### config.mk
export PLATFORM = sky130hd
export DESIGN_NAME = tcbm_mac_flat
export DESIGN_NICKNAME = d
export VERILOG_FILES = /design/src/tcbm_pkg.sv /design/src/tcbm_out_if.sv /design/src/tcbm_mac.sv /design/src/flat_wrapper.sv
export SDC_FILE = /design/constraint.sdc
export NUM_CORES = 2
export LEC_CHECK = 0
export CAP_MARGIN = 30
export CORE_UTILIZATION = 34
export CTS_CLUSTER_SIZE = 8
export DETAILED_ROUTE_END_ITERATION = 7
export DONT_BUFFER_PORTS = 1
export GPL_TIMING_DRIVEN = 0
export HOLD_SLACK_MARGIN = 0.03
export SLEW_MARGIN = 20
export SYNTH_ARGS = -nofsm -noshare
export SYNTH_HDL_FRONTEND = slang
export SYNTH_SLANG_ARGS = --single-unit
### constraint.sdc
create_clock -name clk -period 12.7 [get_ports clk]
set_clock_uncertainty 0.15 [all_clocks]
set_input_delay 1.27 -clock clk [delete_from_list [all_inputs] [get_ports clk]]
set_output_delay 1.27 -clock clk [all_outputs]
set_load 0.05 [all_outputs]
### src/tcbm_pkg.sv
// ----------------------------------------------------------------------------
// tcbm_pkg
// Shared widths, command codes and types for the tensor contraction
// multiply-accumulate unit.
// ----------------------------------------------------------------------------
`default_nettype none

package tcbm_pkg;

  // Field widths of the channels.
  localparam int IDX_W  = 10;
  localparam int DATA_W = 32;
  localparam int ACC_W  = 64;
  localparam int FRAC_W = 16;
  // Width of the clamped accumulator plus bias; holds +/-(2^40 + 2^31).
  localparam int SUM_W  = 42;

  // Number of weight entries the index field can reach.
  localparam int IDX_SPAN = 1 << IDX_W;

  // Command codes.
  localparam logic [0:0] CMD_LOAD = 1'b0;
  localparam logic [0:0] CMD_MAC  = 1'b1;

  // Saturation limits.
  localparam logic signed [ACC_W-1:0]  ACC_MAX   = 64'sh7FFF_FFFF_FFFF_FFFF;
  localparam logic signed [ACC_W-1:0]  ACC_MIN   = 64'sh8000_0000_0000_0000;
  localparam logic signed [ACC_W-1:0]  ACC_CLAMP = 64'sh0000_0100_0000_0000;
  localparam logic signed [DATA_W-1:0] DATA_MAX  = 32'sh7FFF_FFFF;
  localparam logic signed [DATA_W-1:0] DATA_MIN  = 32'sh8000_0000;

  // One multiply-accumulate operation after the weight read was issued.
  typedef struct packed {
    logic signed [DATA_W-1:0] value;
    logic signed [DATA_W-1:0] bias;
    logic                     last;
    logic                     in_range;
  } mac_op_t;

endpackage

`default_nettype wire

### src/tcbm_out_if.sv
// ----------------------------------------------------------------------------
// tcbm_out_if
// Result channel: saturated sums with valid/ready.
// ----------------------------------------------------------------------------
`default_nettype none

interface tcbm_out_if;
  logic                               valid;
  logic                               ready;
  logic signed [tcbm_pkg::DATA_W-1:0] sum_out;
  logic                               saturated;

  modport source (output valid, sum_out, saturated, input ready);
  modport sink   (input valid, sum_out, saturated, output ready);
endinterface

`default_nettype wire

### src/tcbm_mac.sv
// ----------------------------------------------------------------------------
// tcbm_mac
// Multiply, accumulate and finalize stages with the result register.
// ----------------------------------------------------------------------------
`default_nettype none

module tcbm_mac (
  input  wire logic                        clk,
  input  wire logic                        rst_n,
  input  wire logic                        op_valid,
  input  wire tcbm_pkg::mac_op_t           op,
  input  wire logic [tcbm_pkg::DATA_W-1:0] weight,
  output logic                             op_take,
  tcbm_out_if.source                       out_ch
);

  // Product stage.
  logic                               p_v_r, p_v_nxt;
  logic signed [tcbm_pkg::ACC_W-1:0]  prod_r;
  logic signed [tcbm_pkg::DATA_W-1:0] p_bias_r;
  logic                               p_last_r;

  // Accumulator.
  logic signed [tcbm_pkg::ACC_W-1:0]  acc_r, acc_nxt;

  // Finalize stage.
  logic                               f_v_r, f_v_nxt;
  logic signed [tcbm_pkg::ACC_W-1:0]  f_acc_r;
  logic signed [tcbm_pkg::DATA_W-1:0] f_bias_r;

  // Result register.
  logic                               o_v_r, o_v_nxt;
  logic signed [tcbm_pkg::DATA_W-1:0] o_sum_r;
  logic                               o_sat_r;

  logic                               o_free, s3_free, s3_go, s2_go;
  logic signed [tcbm_pkg::DATA_W-1:0] w_s;
  logic signed [tcbm_pkg::ACC_W-1:0]  prod_nxt, shifted, sum_raw, sum_sat;
  logic                               ovf;
  logic signed [tcbm_pkg::SUM_W-1:0]  a_cl, s_full;
  logic [tcbm_pkg::SUM_W-tcbm_pkg::DATA_W:0] s_hi;
  logic signed [tcbm_pkg::DATA_W-1:0] fin_sum;
  logic                               fin_sat;

  // Stage handshakes: each stage moves when the one after it has room.
  assign o_free  = !o_v_r || out_ch.ready;
  assign s3_go   = f_v_r && o_free;
  assign s3_free = !f_v_r || o_free;
  assign s2_go   = p_v_r && (!p_last_r || s3_free);
  assign op_take = !p_v_r || s2_go;

  // An index beyond the store multiplies by zero.
  assign w_s      = op.in_range ? $signed(weight) : '0;
  assign prod_nxt = w_s * op.value;

  // Floor shift back to Q48.16 and a saturating 64-bit add.
  always_comb begin
    shifted = prod_r >>> tcbm_pkg::FRAC_W;
    sum_raw = acc_r + shifted;
    ovf     = (acc_r[tcbm_pkg::ACC_W-1] == shifted[tcbm_pkg::ACC_W-1]) &&
              (sum_raw[tcbm_pkg::ACC_W-1] != acc_r[tcbm_pkg::ACC_W-1]);
    if (ovf) begin
      sum_sat = acc_r[tcbm_pkg::ACC_W-1] ? tcbm_pkg::ACC_MIN : tcbm_pkg::ACC_MAX;
    end else begin
      sum_sat = sum_raw;
    end
  end

  // The accumulator clears once the last element's sum moves on.
  always_comb begin
    acc_nxt = acc_r;
    if (s2_go) begin
      acc_nxt = p_last_r ? '0 : sum_sat;
    end
  end

  // Clamp, add the bias and saturate to 32 bits.
  always_comb begin
    if (f_acc_r > tcbm_pkg::ACC_CLAMP) begin
      a_cl = tcbm_pkg::ACC_CLAMP[tcbm_pkg::SUM_W-1:0];
    end else if (f_acc_r < -tcbm_pkg::ACC_CLAMP) begin
      a_cl = tcbm_pkg::SUM_W'(-tcbm_pkg::ACC_CLAMP);
    end else begin
      a_cl = f_acc_r[tcbm_pkg::SUM_W-1:0];
    end
    s_full = a_cl + tcbm_pkg::SUM_W'(f_bias_r);
    s_hi   = s_full[tcbm_pkg::SUM_W-1:tcbm_pkg::DATA_W-1];
    if ((&s_hi) || !(|s_hi)) begin
      fin_sum = s_full[tcbm_pkg::DATA_W-1:0];
      fin_sat = 1'b0;
    end else begin
      fin_sum = s_full[tcbm_pkg::SUM_W-1] ? tcbm_pkg::DATA_MIN : tcbm_pkg::DATA_MAX;
      fin_sat = 1'b1;
    end
  end

  // Next valid flags.
  always_comb begin
    p_v_nxt = p_v_r;
    if (op_valid && op_take) begin
      p_v_nxt = 1'b1;
    end else if (s2_go) begin
      p_v_nxt = 1'b0;
    end
    f_v_nxt = f_v_r;
    if (s2_go && p_last_r) begin
      f_v_nxt = 1'b1;
    end else if (s3_go) begin
      f_v_nxt = 1'b0;
    end
    o_v_nxt = o_v_r;
    if (s3_go) begin
      o_v_nxt = 1'b1;
    end else if (out_ch.ready) begin
      o_v_nxt = 1'b0;
    end
  end

  // Control state.
  always_ff @(posedge clk) begin
    if (!rst_n) begin
      p_v_r <= 1'b0;
      f_v_r <= 1'b0;
      o_v_r <= 1'b0;
      acc_r <= '0;
    end else begin
      p_v_r <= p_v_nxt;
      f_v_r <= f_v_nxt;
      o_v_r <= o_v_nxt;
      acc_r <= acc_nxt;
    end
  end

  // Payload registers.
  always_ff @(posedge clk) begin
    if (op_valid && op_take) begin
      prod_r   <= prod_nxt;
      p_bias_r <= op.bias;
      p_last_r <= op.last;
    end
    if (s2_go && p_last_r) begin
      f_acc_r  <= sum_sat;
      f_bias_r <= p_bias_r;
    end
    if (s3_go) begin
      o_sum_r <= fin_sum;
      o_sat_r <= fin_sat;
    end
  end

  assign out_ch.valid     = o_v_r;
  assign out_ch.sum_out   = o_sum_r;
  assign out_ch.saturated = o_sat_r;

endmodule

`default_nettype wire

### src/flat_wrapper.sv
// flat-port wrapper written by rule: the top's interface ports become plain ports
module tcbm_mac_flat 
  (clk, rst_n, op_valid, op, weight, op_take, out_ch_valid, out_ch_sum_out, out_ch_saturated, out_ch_ready);
  tcbm_out_if out_ch_i ();
  input  wire logic clk;
  input  wire logic rst_n;
  input  wire logic op_valid;
  input  wire tcbm_pkg::mac_op_t op;
  input  wire logic [tcbm_pkg::DATA_W-1:0] weight;
  output logic op_take;
  output wire logic [$bits(out_ch_i.valid)-1:0] out_ch_valid;
  output wire logic [$bits(out_ch_i.sum_out)-1:0] out_ch_sum_out;
  output wire logic [$bits(out_ch_i.saturated)-1:0] out_ch_saturated;
  input wire logic [$bits(out_ch_i.ready)-1:0] out_ch_ready;
  assign out_ch_valid = out_ch_i.valid;
  assign out_ch_sum_out = out_ch_i.sum_out;
  assign out_ch_saturated = out_ch_i.saturated;
  assign out_ch_i.ready = out_ch_ready;
  tcbm_mac u_core (.clk(clk), .rst_n(rst_n), .op_valid(op_valid), .op(op), .weight(weight), .op_take(op_take), .out_ch(out_ch_i));
endmodule
# After elaboration in Yosys (flattened, before gate mapping)
# Index checks and enable logic that the tools add are counted.
# classes
add_sub_neg	2
n_mul	1
n_div	0
n_lt_le_gt_ge	2
n_eq_ne	2
n_shift	0
n_mux	15
bitwise_logic	0
n_reduce_logical	20
# ops
op	count
$mux W64	3
$mux W32	3
$mux W42	2
$add A64 B48 Y64	1
$gt A64 B42 Y1 const B	1
$lt A64 B41 Y1 const B	1
$mul A32 B32 Y64	1
$add A42 B32 Y42	1
$reduce_and A11 Y1	1
$reduce_or A11 Y1	1
$mux W1	7
$reduce_bool A2 Y1	3
$logic_and A1 B1 Y1	5
$logic_not A1 Y1	5
$logic_or A1 B1 Y1	5
$eq A1 B1 Y1	1
$ne A1 B1 Y1	1
# word_totals
reg_bits	293
latch_bits	0
ramBits	0
rom_bits	0
input_bits	102
output_inout_bits	35
elab_cells	53
mem_count	0

# Longest topological paths before layout
# depth
ltp_word	8
depth_mapped	34

# Worst setup path after synthesis
# Ideal clock, no wire load.
# synth_timing
path_kind	input port to flip-flop
start	input op[0] in the netlist's numbering
end	register u_core.prod_r[58] in the netlist's numbering, data pin
t_arrival_ns	9.409
t_required_ns	12.281
path_slack_ns	2.873
stages	30
path_cell_list	clkbuf_1 -> clkbuf_1 -> clkbuf_1 -> and2_1 -> clkbuf_1 -> clkbuf_1 -> nand2_1 -> fa_1 -> fa_1 -> fa_1 -> fa_1 -> fa_1 -> inv_1 -> fa_1 -> fa_1 -> inv_1 -> fa_1 -> inv_1 -> ha_1 -> nand2_1 -> o21ai_0 -> a21oi_1 -> nand2b_1 -> o31a_1 -> o31a_1 -> o31a_1 -> o21ai_1 -> a21oi_1 -> o31ai_1 -> xor2_1
# synth_between
elab_chain_len	2
# synth_rtl
element	line	rtl
start: declaration	flat_wrapper.sv:8	input wire tcbm_pkg::mac_op_t op;
$mux W32	tcbm_mac.sv:53	assign w_s = op.in_range ? $signed(weight) : '0;
$mul A32 B32 Y64	tcbm_mac.sv:54	assign prod_nxt = w_s * op.value;
via u_core.prod_nxt (one bit)	tcbm_mac.sv:38	logic signed [tcbm_pkg::ACC_W-1:0] prod_nxt, shifted, sum_raw, sum_sat;
end signal: assignment	tcbm_mac.sv:137	prod_r <= prod_nxt;
end: declaration	tcbm_mac.sv:19	logic signed [tcbm_pkg::ACC_W-1:0] prod_r;
# The timed path passes the listed nets, and every way through them passes these cells.
# A chain may end at the register's enable or synchronous reset.

# Worst setup path after layout
# Same ends and word-level chain as after synthesis.

==> flow_summary.ini <==
[setup_path]
critical-path-top-delay-family = adder cells
arrival_ps = 12220
slowest_delay_ps = 700
r2r_setup_slack_ps = 5810
crit_fanout = 10
critPathBufInv = 10
crit_type = in -> reg
r2r_cells = 20
cpMostUsedCell = fa_1
regToRegStartpoint = u_core.f_acc_r[5]$_DFFE_PP_
cp-start-kind = primary input
rr_endpoint = u_core.out_ch.sum_out[16]$_DFFE_PP_
worst_setup_path_end_kind = flop
crit_slowest_cell = clkdlybuf4s15_1
worstPathRequired_ps = 12830
crit_start = op[0]

[detailed_routing]
viasPerCell = 5.43
via_count = 41400
drc = 0
drtAntennaViolNets = 0
wl_um = 219000
first_iter_violations = 4238
wire_per_inst_um = 28.6
drt-pass1-iter-count = 6

[clock_tree]
cts-root-buf = clkbuf_16
post_cts_buffers = 0
clk_path_buf_depth = 3
clock_sinks = 277
clock_latency_ps = 550
cts_tree = built
cts_hold_repair.buffers = 0
h-tree-depth = 2
cts_buffers = 41
path_clk_slew_ps = 50

[die]
ios = 137
core-area_sq_um = 150000
dieWidth_um = 392
initial_core_util_pct = 34.4
dieArea_sq_um = 154000
rows = 142
die_h_um = 392

[sta]
hold_viol_final = 0
max_freq_ghz = 0.0828
post-route-period-util_pct = 95.1
timing.final.ws_setup_ps = 617
drv_slew = 0
finalSetupViolations = 0
rsz0062_at_grt = no
slew_headroom_pct = 20.0
period_needed_ps = 12080
tightestPinTransition_ps = 1200

[yosys]
syn_inst = 5451
synth_warnings = 0
synth_area_sq_um = 51700
synth-main-ff-cell = edfxtp_1
ys_seq_area_share_pct = 14.8
synth.net_count = 6920
synth-async-reset-ratio_pct = 0
syn_area_per_cell_sq_um = 9.48
synth_cell_type_count = 83
ys_seq_elements = 277
synth_edf_count = 210

[place]
port-buffer-count = 0
dp_hpwl_um = 181000
preCtsSetupSlack_ps = -377
place.gp.congestion = 1.06

[grt]
grt_remaining_overflow = 0
grt_first_pass_wirelength_um = 309000
grt_pass1_vias = 42500
grt_max_degree = 56
antenna_found_initial = 36
grt_usage_pct = 28.5

[min_path]
min_from = u_core.p_bias_r[6]$_DFFE_PP_
hold_end = u_core.f_bias_r[6]$_DFFE_PP_
hold_class = reg -> reg
worstHoldPathCells = 0

[run]
drv_cap = 0

[outcome]
status = finished clean

[final_layout]
syn_to_final_growth_pct = 8.88
drive_gt1_share_pct = 2.85
fin_nets = 7018
nFillCells = 15300
==> final cells by class <==
cell class                 instances  area (sq um)  share of cell area, %
clock buffer                      71          1150                   2.04
inverter                        1026          3850                   6.84
buffer                           326          1270                   2.27
antenna                           40           100                  0.178
tap                             2016          2520                   4.48
sequential                       277          7650                   13.6
clock inverter                     3          23.8                 0.0422
timing repair buffer              55           748                   1.33
multi-input combinational       3822         39000                   69.2
==> worst register-to-register path, cell delays in order, from the launching register on <==
cell and delay, ps:
edfxtp_1 380, nor4_1 380, nand4_1 260, o31ai_1 350
a21oi_1 260, clkbuf_1 270, nor2b_1 390, ha_1 280
inv_1 70, fa_1 440, nor2b_1 210, o31ai_1 130
a211oi_1 550, o32ai_1 200, o31ai_1 640, a311oi_1 250
nor4_1 330, o211a_1 240, mux2_2 270, clkbuf_1 370
a21boi_0 170
==> timing repair <==
action,4_1_cts,5_1_grt
endpoints found under the hold margin,0,0
resized for setup,0,6
endpoints found under the setup margin,0,7
==> placed cells by master (no fill, tap or decap), types with 7 or more instances in the layout <==
cell / instances
nand2_1: 619
a21oi_1: 188
edfxtp_1: 210
inv_1: 1026
o21ai_0: 118
nor2b_1: 58
o31ai_1: 11
or2_2: 7
a211oi_1: 14
clkbuf_1: 325
xnor2_1: 94
a211o_1: 7
or3_1: 8
diode_2: 40
and3_1: 513
nor2_1: 265
buf_2: 9
buf_6: 27
dfxtp_1: 67
nor4_1: 19
clkbuf_16: 41
ha_1: 284
xor2_1: 55
o21a_1: 16
o211ai_1: 13
clkbuf_2: 17
nand3_1: 36
nand4_1: 47
a21o_1: 102
a21boi_0: 7
nor3_1: 21
buf_8: 22
a31oi_1: 18
fa_1: 1082
o21bai_1: 24
a2bb2oi_1: 36
and2_1: 39
nand2b_1: 19
==> routing by layer <==
layer	up-vias	global-route usage, %	part of all wire (%)
li1	17500	-	-
met1	21100	36.7	40
met2	2342	44.1	44
met3	537	7.69	11
met4	16	13.6	5.4
met5	-	0	0.054
==> kinds of logic after synthesis <==
group	synth area share, %
buffers and inverters	9.87
and+or+nand+nor	16.2
adders and majority gates	48.8
xor gates and xnor gates	2.53
muxes	0.126
AOI/OAI and AO/OA	7.68
DFF	14.8
==> cell usage after synthesis, types with 5 or more instances <==
cell type / count / area [sq um]
and2_1: 40 / 250
xor2_1: 55 / 482
a21boi_0: 7 / 52.6
a2111oi_0: 5 / 43.8
buf_2: 7 / 35.0
nand2_1: 619 / 2320
a211oi_1: 14 / 105
o21bai_1: 24 / 180
nor3_1: 21 / 105
dfxtp_1: 67 / 1340
inv_1: 1026 / 3850
nor2_1: 266 / 998
or3_1: 8 / 50.1
fa_1: 1083 / 21700
ha_1: 284 / 3550
or2_2: 7 / 43.8
a211o_1: 7 / 61.3
a21oi_1: 188 / 941
a21o_1: 102 / 766
nand4_1: 47 / 294
o21a_1: 16 / 120
nor4_1: 19 / 119
and3_1: 513 / 3210
o211ai_1: 13 / 97.6
clkbuf_1: 314 / 1180
o21ai_0: 118 / 591
a31oi_1: 18 / 113
nand3_1: 36 / 180
a221o_1: 6 / 60.1
nand2b_1: 19 / 119
o31ai_1: 11 / 82.6
a2bb2oi_1: 36 / 315
nor3b_1: 5 / 37.5
xnor2_1: 94 / 823
and4_1: 5 / 43.8
edfxtp_1: 210 / 6310
nor2b_1: 59 / 369
==> state kept, by name (all words and copies together) (netlist names) <==
signal / cells
u_core.p_v_r: 1
u_core.f_v_r: 1
u_core.f_acc_r: 64
u_core.p_last_r: 1
u_core.acc_r: 64
u_core.out_ch.valid: 1
u_core.f_bias_r: 32
u_core.out_ch.saturated: 1
u_core.p_bias_r: 32
u_core.prod_r: 48
u_core.out_ch.sum_out: 32
==> worst max path at each step <==
stage                     cells past startpoint                          end  slack (ps)
final                                        32  u_core.prod_r[58]$_DFFE_PP_         620
after CTS                                    30  u_core.prod_r[58]$_DFFE_PP_         200
after global routing                         32  u_core.prod_r[58]$_DFFE_PP_         270
after floorplan                              30  u_core.prod_r[58]$_DFFE_PP_        2870
after detailed placement                     32  u_core.prod_r[58]$_DFFE_PP_        -380
after global placement                       30  u_core.prod_r[56]$_DFFE_PP_       -1280
==> stage by stage <==
step / std cells / setup TNS (ps) / area (sq um) / utilization [%] / hold WS [ps]
after floorplan: 5451 / 0 / 51700 / - / 250
after CTS: 7589 / 0 / 56100 / 37.3 / 268
final: 7636 / 0 / 56300 / 37.4 / 266
after global routing: 7601 / 0 / 56200 / 37.4 / 274
after detailed placement: 7515 / -2160 / 54900 / 36.5 / 255
after global placement: 7467 / -26180 / 54200 / 36.1 / 257
Power is not shown: default switching activity piles up to over one toggle a cycle in this logic, so the estimate is an artifact.
